**config.mk**
```make
export PLATFORM = sky130hd
export DESIGN_NAME = button_click_classifier
export DESIGN_NICKNAME = d
export VERILOG_FILES = /design/src/sv/bcc_pkg.sv /design/src/sv/bcc_fsm.sv /design/src/sv/button_click_classifier.sv
export SDC_FILE = /design/constraint.sdc
export NUM_CORES = 1
export LEC_CHECK = 0
export BUFFER_PORTS_ARGS = -buffer_cell sky130_fd_sc_hd__buf_4
export CAP_MARGIN = 0
export CORE_UTILIZATION = 60
export CTS_CLUSTER_DIAMETER = 50
export DETAILED_ROUTE_END_ITERATION = 8
export PLACE_DENSITY = 0.78
export SLEW_MARGIN = 10
export SYNTH_ARGS = -nofsm -noshare
export SYNTH_HDL_FRONTEND = slang
export SYNTH_HIERARCHICAL = 1
export SYNTH_SLANG_ARGS = --single-unit
```
**constraint.sdc**
```tcl
create_clock -name clock -period 6.8 [get_ports clock]
set_input_delay 1.36 -clock clock [delete_from_list [all_inputs] [get_ports clock]]
set_output_delay 1.36 -clock clock [all_outputs]
set_load 0.03 [all_outputs]
```
**src/sv/bcc_pkg.sv**
```systemverilog
// Shared types and constants for the button click classifier.
// No dependencies; imported by bcc_fsm and button_click_classifier.
package bcc_pkg;

   localparam int CNT_W  = 17;
   localparam int CFG_W  = 16;
   localparam int IDX_W  = 2;

   localparam logic [CNT_W-1:0] CNT_MAX = {CNT_W{1'b1}};

   localparam logic [CFG_W-1:0] DEBOUNCE_RESET = 16'd288;
   localparam logic [CFG_W-1:0] LONG_RESET     = 16'd28846;
   localparam logic [CFG_W-1:0] WINDOW_RESET   = 16'd9615;

   localparam logic [IDX_W-1:0] CSR_DEBOUNCE = 2'd0;
   localparam logic [IDX_W-1:0] CSR_LONG     = 2'd1;
   localparam logic [IDX_W-1:0] CSR_WINDOW   = 2'd2;

   typedef enum logic [2:0] {
      PH_IDLE    = 3'd0,
      PH_DEB1    = 3'd1,
      PH_HELD1   = 3'd2,
      PH_WINDOW  = 3'd3,
      PH_DEB2    = 3'd4,
      PH_WAITREL = 3'd5
   } phase_type;

   typedef enum logic [1:0] {
      EV_NONE   = 2'd0,
      EV_SINGLE = 2'd1,
      EV_DOUBLE = 2'd2,
      EV_LONG   = 2'd3
   } event_type;

   typedef struct packed {
      logic [CFG_W-1:0] debounce_ticks;
      logic [CFG_W-1:0] long_press_ticks;
      logic [CFG_W-1:0] double_window_ticks;
   } cfg_type;

   typedef struct packed {
      phase_type        phase;
      logic [CNT_W-1:0] tick_count;
      logic [CNT_W-1:0] deb_count;
   } state_type;

   function automatic logic [CNT_W-1:0] sat_inc(input logic [CNT_W-1:0] v);
      return (v == CNT_MAX) ? CNT_MAX : v + 1'b1;
   endfunction

endpackage

```
**src/sv/bcc_fsm.sv**
```systemverilog
// One-tick step of the click state machine: next state and click event.
// Depends on bcc_pkg.
module bcc_fsm (
   input  bcc_pkg::state_type cur_state,
   input  bcc_pkg::cfg_type   cfg,
   input  logic               pressed,
   output bcc_pkg::state_type nxt_state,
   output bcc_pkg::event_type click_event
);
   import bcc_pkg::*;

   logic [CNT_W-1:0] tick_inc;
   logic [CNT_W-1:0] deb_inc;
   logic             deb_done1;
   logic             deb_done2;
   logic             long_hit;
   logic             window_hit;

   assign tick_inc   = sat_inc(cur_state.tick_count);
   assign deb_inc    = sat_inc(cur_state.deb_count);
   assign deb_done1  = tick_inc >= {1'b0, cfg.debounce_ticks};
   assign deb_done2  = deb_inc >= {1'b0, cfg.debounce_ticks};
   assign long_hit   = tick_inc >= {1'b0, cfg.long_press_ticks};
   assign window_hit = tick_inc >= {1'b0, cfg.double_window_ticks};

   always_comb begin
      nxt_state = cur_state;
      case (cur_state.phase)
         PH_DEB1: begin
            nxt_state.tick_count = tick_inc;
            if (deb_done1) nxt_state.phase = pressed ? PH_HELD1 : PH_IDLE;
         end
         PH_HELD1: begin
            nxt_state.tick_count = tick_inc;
            if (!pressed) nxt_state.phase = (long_hit || window_hit) ? PH_IDLE : PH_WINDOW;
         end
         PH_WINDOW: begin
            nxt_state.tick_count = tick_inc;
            if (window_hit) begin
               nxt_state.phase = PH_IDLE;
            end else if (pressed) begin
               nxt_state.deb_count = '0;
               nxt_state.phase     = PH_DEB2;
            end
         end
         PH_DEB2: begin
            nxt_state.tick_count = tick_inc;
            nxt_state.deb_count  = deb_inc;
            if (deb_done2) nxt_state.phase = pressed ? PH_WAITREL : PH_WINDOW;
         end
         PH_WAITREL: begin
            if (!pressed) nxt_state.phase = PH_IDLE;
         end
         default: begin
            if (pressed) begin
               nxt_state.tick_count = '0;
               nxt_state.phase      = PH_DEB1;
            end else begin
               nxt_state.phase = PH_IDLE;
            end
         end
      endcase
   end

   always_comb begin
      click_event = EV_NONE;
      case (cur_state.phase)
         PH_HELD1: begin
            if (!pressed && long_hit)        click_event = EV_LONG;
            else if (!pressed && window_hit) click_event = EV_SINGLE;
         end
         PH_WINDOW: begin
            if (window_hit) click_event = EV_SINGLE;
         end
         PH_DEB2: begin
            if (deb_done2 && pressed) click_event = EV_DOUBLE;
         end
         default: click_event = EV_NONE;
      endcase
   end

endmodule

```
**src/sv/button_click_classifier.sv**
```systemverilog
// Top level of the button click classifier: beat registers, CSRs, state.
// Depends on bcc_pkg and bcc_fsm.
//
// Usage:
//   req_* carries one timer tick per beat: req_pressed is the sampled button
//   level (1 = pressed). rsp_* returns exactly one beat per tick with
//   rsp_click_event: 0 none, 1 single, 2 double, 3 long click.
//   A beat moves when valid is high and stall is low, on either channel.
//   csr_* writes the three thresholds (index 0 debounce, 1 long press,
//   2 double-click window); csr_ready is always high. Write only while idle.
// Timing:
//   An accepted tick is held in the input register, classified by one pass of
//   compare/increment logic and registered in the result register for rsp_*.
//   One tick per cycle is sustained while rsp_stall is low; the input register
//   and result register let a new tick in while the previous result waits.
// Reset: thresholds return to 288 / 28846 / 9615, phase goes idle, counters
//   clear, both beat registers empty.
// Stall: while rsp_stall holds a result and the input register is full,
//   req_stall rises; the held result does not change.
module button_click_classifier (
   input  logic                     clock,
   input  logic                     reset,
   input  logic                     req_valid,
   output logic                     req_stall,
   input  logic                     req_pressed,
   output logic                     rsp_valid,
   input  logic                     rsp_stall,
   output logic [1:0]               rsp_click_event,
   input  logic                     csr_valid,
   output logic                     csr_ready,
   input  logic [bcc_pkg::IDX_W-1:0] csr_index,
   input  logic [bcc_pkg::CFG_W-1:0] csr_data
);
   import bcc_pkg::*;

   cfg_type   cfg_ff;
   state_type state_ff;
   state_type state_in;
   event_type event_in;

   logic       in_valid_ff;
   logic       pressed_ff;
   logic       rsp_valid_ff;
   logic [1:0] rsp_event_ff;
   logic       advance;

   assign advance   = in_valid_ff && (!rsp_valid_ff || !rsp_stall);
   assign req_stall = in_valid_ff && !advance;
   assign csr_ready = 1'b1;

   assign rsp_valid       = rsp_valid_ff;
   assign rsp_click_event = rsp_event_ff;

   bcc_fsm u_fsm (
      .cur_state   (state_ff),
      .cfg         (cfg_ff),
      .pressed     (pressed_ff),
      .nxt_state   (state_in),
      .click_event (event_in)
   );

   always_ff @(posedge clock) begin
      if (reset) begin
         cfg_ff.debounce_ticks      <= DEBOUNCE_RESET;
         cfg_ff.long_press_ticks    <= LONG_RESET;
         cfg_ff.double_window_ticks <= WINDOW_RESET;
      end else if (csr_valid && csr_ready) begin
         case (csr_index)
            CSR_DEBOUNCE: cfg_ff.debounce_ticks      <= csr_data;
            CSR_LONG:     cfg_ff.long_press_ticks    <= csr_data;
            CSR_WINDOW:   cfg_ff.double_window_ticks <= csr_data;
            default:      ;
         endcase
      end
   end

   // input beat register
   always_ff @(posedge clock) begin
      if (reset) begin
         in_valid_ff <= 1'b0;
      end else if (!req_stall) begin
         in_valid_ff <= req_valid;
      end
   end

   always_ff @(posedge clock) begin
      if (!req_stall && req_valid) pressed_ff <= req_pressed;
   end

   always_ff @(posedge clock) begin
      if (reset) begin
         state_ff.phase      <= PH_IDLE;
         state_ff.tick_count <= '0;
         state_ff.deb_count  <= '0;
      end else if (advance) begin
         state_ff <= state_in;
      end
   end

   // result beat register
   always_ff @(posedge clock) begin
      if (reset) begin
         rsp_valid_ff <= 1'b0;
      end else if (advance) begin
         rsp_valid_ff <= 1'b1;
      end else if (!rsp_stall) begin
         rsp_valid_ff <= 1'b0;
      end
   end

   always_ff @(posedge clock) begin
      if (advance) rsp_event_ff <= event_in;
   end

endmodule
```
# Word-level counts from Yosys, hierarchy flattened
# Index checks and enable logic that the tools add are counted.
[word_totals] register_bits=90 in_bits=24 out_inout_bits=5 elab_cells=81
[op_classes] n_addsub=2 n_lt_le_gt_ge=4 eq_ne=17 muxes=24 bitwise_logic=1 reduce_logical=23
[op_table] operator="$ge A17 B16 Y1" count=4
[op_table] operator="$mux W17" count=4
[op_table] operator="$pmux W17 S2" count=2
[op_table] operator="$add A17 B1 Y17 const B" count=2
[op_table] operator="$eq A17 B17 Y1 const B" count=2
[op_table] operator="$mux W3" count=7
[op_table] operator="$pmux W3 S5" count=1
[op_table] operator="$mux W2" count=4
[op_table] operator="$ne A2 B2 Y1 const B" count=4
[op_table] operator="$eq A3 B2 Y1 const B" count=2
[op_table] operator="$eq A3 B3 Y1 const B" count=2
[op_table] operator="$logic_and A1 B1 Y1" count=6
[op_table] operator="$ne A2 B1 Y1 const B" count=3
[op_table] operator="$pmux W2 S3" count=1
[op_table] operator="$reduce_and A2 Y1" count=3
[op_table] operator="$reduce_and A6 Y1" count=1
[op_table] operator="$logic_not A1 Y1" count=5
[op_table] operator="$mux W1" count=5
[op_table] operator="$reduce_and A4 Y1" count=1
[op_table] operator="$reduce_bool A2 Y1" count=2
[op_table] operator="$reduce_or A4 Y1" count=1
[op_table] operator="$eq A3 B1 Y1 const B" count=1
[op_table] operator="$ne A3 B2 Y1 const B" count=1
[op_table] operator="$reduce_and A3 Y1" count=1
[op_table] operator="other kinds (5)" count=6

# Depth between registers and ports, before layout
[depth] depth_word=7 depth_mapped=20 ltp_nobuf=17

# Cells and area by module
# Netlist, hierarchy kept.
[by_module_without_submodules] mod="button_click_classifier" n_inst=1 cells_each=364 area_each_um2=3801.1 seq_area_each_um2=1831.8
[by_module_without_submodules] mod="bcc_fsm" n_inst=1 cells_each=479 area_each_um2=3263.1 seq_area_each_um2=0.0

# Least setup slack after synthesis
# Ideal clock, no wire load.
[synth_path] path_type="register -> register" from="register state_ff[19] (netlist name)" to="register state_ff[0] (netlist name)" setup_time_ns=0.121 arrival_ns=3.308 required_ns=6.679 path_slack_ns=3.371 stages_incl_launch_ff=21 path_buffers=4 period_less_slack_ns=3.429 path_cell_list="dfxtp_1 and4_4 and2_4 and3_4 and3_4 nand2_2 buf_6 buf_2 nand2_1 ha_1 and4_1 nand3_1 nor4b_1 a31oi_1 nor2_2 and4_1 buf_6 buf_12 o22ai_2 nand2b_1 mux2i_1"
[synth_between] elab_chain_len=5 elab_cells_between_ends=6 cone_classes="1 x add/sub; 1 x order compare; 2 x eq/ne; 1 x mux; 1 x reduce/logical"
[synth_rtl] item="start, declared" line_no="button_click_classifier.sv:37" rtl="state_type state_ff;"
[synth_rtl] item="start signal, assigned" line_no="button_click_classifier.sv:96" rtl="state_ff <= state_in;"
[synth_rtl] item="$add A17 B1 Y17 or $eq A17 B17 Y1 (tied branches)" line_no="bcc_pkg.sv:48" rtl="return (v == CNT_MAX) ? CNT_MAX : v + 1'b1;"
[synth_rtl] item="$mux W17 *" line_no="bcc_pkg.sv:48"
[synth_rtl] item="$ge A17 B16 Y1 *" line_no="bcc_fsm.sv:24" rtl="assign window_hit = tick_inc >= {1'b0, cfg.double_window_ticks};"
[synth_rtl] item="$ne A2 B2 Y1 (no source line) *"
[synth_rtl] item="$reduce_and A4 Y1 (no source line) *"
# Every way passes the cells marked *; elsewhere a longest branch is shown, timed or not.
# A chain may end at the register's enable or synchronous reset.

# Final worst setup path
[layout_path] from="register state_ff[19] (netlist name)" to="register state_ff[16] (netlist name)"
# Same word-level chain as after synthesis.

==> results.ini <==
[power_and_ir_drop]
p_int_uw = 889.9
p_sw_uw = 289.3
vdd_drop_max_v = 0.0002249
power_density_nw_per_um2 = 158.1
seqPwrFrac = 0.467
power.total_mw = 1.179
pwr-share-comb = 0.103
pwr-share-clk = 0.430
switching_share = 0.2454
leakagePower_nw = 3.244

[critical_path]
cp.required_ns = 7.02
critical-path-max-stage-delay_ns = 0.75
crit_family = simple AND/OR/NAND/NOR gates
critPathBufInv = 0
crit_fanout = 21
reg2reg_slack_ns = 2.38
crit_path_start_kind = flip-flop
path_cells = and4_4 > and2_4 > and3_4 > and3_4 > nand2_2 > o21ai_0 > ha_1 > a211oi_1 > nor2_1 > nor4b_1 > a31oi_1 > nor2_2 > and4_1 > o21ai_0 > nand2b_1 > mux2i_1
crit_start = state_ff[19]
r2r-start = state_ff[19]
criticalPathCategory = reg2reg
crit_path_end_kind = flip-flop
worstPathArrival_ns = 4.64
slowest_stage = and4_1

[yosys]
synth-adder-area-share = 0.1169
async_reset_ff_frac = 0
syn_area_per_cell_um2 = 8.380
synthMuxAreaShare = 0.1204
yosysSeqAreaShare = 0.2593
synth_nets = 933
synth-edff-count = 3
syn_area_um2 = 7064
yosysTopAreaCell = dfxtp_1
yosysMostFrequentCell = nand2b_1
synthTopCellsByCount = nand2b_1 (124), dfxtp_1 (87), mux2i_1 (85), ha_1 (66), nor2_1 (65)
synth_top_area_frac = 0.2465
synth-xor-area-share = 0.02976
synth_cell_types = 74
yosysWarnings = 6
synth-simple-area-share = 0.2570
synthFlopType = dfxtp_1
synth_area_leaders = dfxtp_1 (25%), mux2i_1 (12%), ha_1 (12%)
synth-compound-area-share = 0.1428
synth_top_family_by_area = simple AND/OR/NAND/NOR gates
syn_inst = 843
ys_ff_latch = 90

[routing]
drt_wl_total_um = 16320
dr_total_vias = 5854
viasPerCell = 5.949
wl_per_cell_um = 16.59
drtIter0Drc = 417
postRouteAntennaNets = 0
drt_pass1_iterations = 5
drc_errors = 0

[placed_design]
dp_hpwl_um = 11820
place_congestion = 0.8955
io_buffers = 27

[clock_tree]
cts_setup_buffers = 0
cts_buffers = 9
cts_tree = yes
cts.clk_slew.worst_paths_ns = 0.06
clock_latency_ns = 0.36
ctsHoldBuffers = 0
cts_buffer_depth = 2
cts_resized = 0
cts-root-buf = clkbuf_16
clkSinkCount = 90
htree_levels = 3

[global_route]
grt_pass1_vias = 5766
grt_pass1_wl_um = 27600
grt_overflow = 0
antenna_found_initial = 0
grt_usage = 0.2762
grt_start_max_net_pins = 152

[floorplanning]
die_x_um = 110.5
fp-row-count = 39
dieHeight_um = 110.5
dieArea_um2 = 12210
initial_utilization = 0.6160
pin_count = 29
core_area_um2 = 11470

[cells_and_area]
num_antenna_cells = 0
area_delta_synth_final_pct = 5.579
fill_cells = 953
multi_input_area_um2 = 4722
finalNetCount = 927
regArea_um2 = 1832
drive_gt1_frac = 0.08799

[sta]
tightest_slew_ns = 1.209
final.period_utilization = 0.6501
max_freq_mhz = 226.2
slew_violations = 0
rsz0062_at_grt = false
period_needed_ns = 4.421
skew_ns = 0.01037
hold_violations = 0
relSlewSlack = 0.1889
fin_tns_setup_ns = 0
setup-violations-final = 0

[min_path]
hp-class = reg2reg
min-delay-start = cfg_ff[38]

[outcome]
status = completed

[job]
maxCapViolCount = 0

layer usage:
layer,wire (um),global-route usage,share of wire,vias to the layer above
met5,0,0,0,-
met4,537,0.1182,0.033,0
met3,758,0.05982,0.046,42
met2,7608,0.4530,0.47,138
met1,7418,0.3489,0.45,2764
li1,-,-,-,2910
area by class of cell:
| class | instances | area share |
|---|---|---|
| clock buffers | 11 | 0.03254 |
| flip-flops and latches | 90 | 0.2456 |
| multi-input cells | 650 | 0.6331 |
| well taps | 143 | 0.02399 |
| repair buffers | 29 | 0.02919 |
| clock inverters | 4 | 0.006878 |
| inverters | 57 | 0.02869 |
per-stage QoR:
stage | hold slack, ns | cell area, um2 | util | instances | setup WS (ns)
6_report | 0.4765 | 7458 | 0.6504 | 984 | 2.379
5_1_grt | 0.4968 | 7458 | 0.6504 | 984 | 2.022
4_1_cts | 0.4783 | 7458 | 0.6504 | 984 | 2.425
3_5_place_dp | 0.4684 | 7164 | 0.6248 | 969 | 2.443
3_3_place_gp | 0.4611 | 7164 | 0.6248 | 969 | 2.586
2_1_floorplan | 0.4454 | 7064 | - | 843 | 3.371
worst min-delay path, stage by stage, from the launching register on:
cell	delay [ns]
dfxtp_1	0.31
nand2b_1	0.06
mux2i_1	0.06
logic make-up (layout without fill, tap and decap cells):
group	Yosys count	in the layout
compound gates	146	146
xor+xnor	24	24
fa+ha+maj	66	66
buf+inv	103	101
flops	90	90
mux	85	85
other cells	1	1
simple gates	328	328
power by group through the flow:
stage / Clock (mW) / Combinational, mW / Sequential, mW
after floorplan: 0 / 0.0907 / 0.560
after global placement: 0 / 0.115 / 0.562
after detailed placement: 0 / 0.119 / 0.563
after CTS: 0.514 / 0.120 / 0.551
after global routing: 0.535 / 0.133 / 0.552
final: 0.507 / 0.121 / 0.551
worst paths after layout:
check,end,cells after the start
worst max-delay path,state_ff[16],16
worst min-delay path,cfg_ff[38],2
worst max register to register,state_ff[16],16
worst min register to register,cfg_ff[38],2
layout by cell type (no fill, tap or decap), types with 6 or more instances in the layout:
master / n
a21o_1: 13
a21oi_1: 30
a22o_1: 8
a31oi_1: 10
and3_1: 7
buf_4: 29
clkbuf_16: 9
dfxtp_1: 87
ha_1: 66
inv_1: 57
mux2i_1: 85
nand2_1: 54
nand2b_1: 124
nand3_1: 16
nand4_1: 14
nor2_1: 65
nor2b_1: 6
nor3_1: 6
o21ai_0: 33
o21ai_1: 7
xnor2_1: 11
xor2_1: 13
state kept, by name, summed over array words and instances, names as in the netlist:
name	cells
in_valid_ff	1
rsp_valid	1
pressed_ff	1
state_ff	37
cfg_ff	48
rsp_click_event	2
No activity file was read; power rests on OpenSTA's default activity.
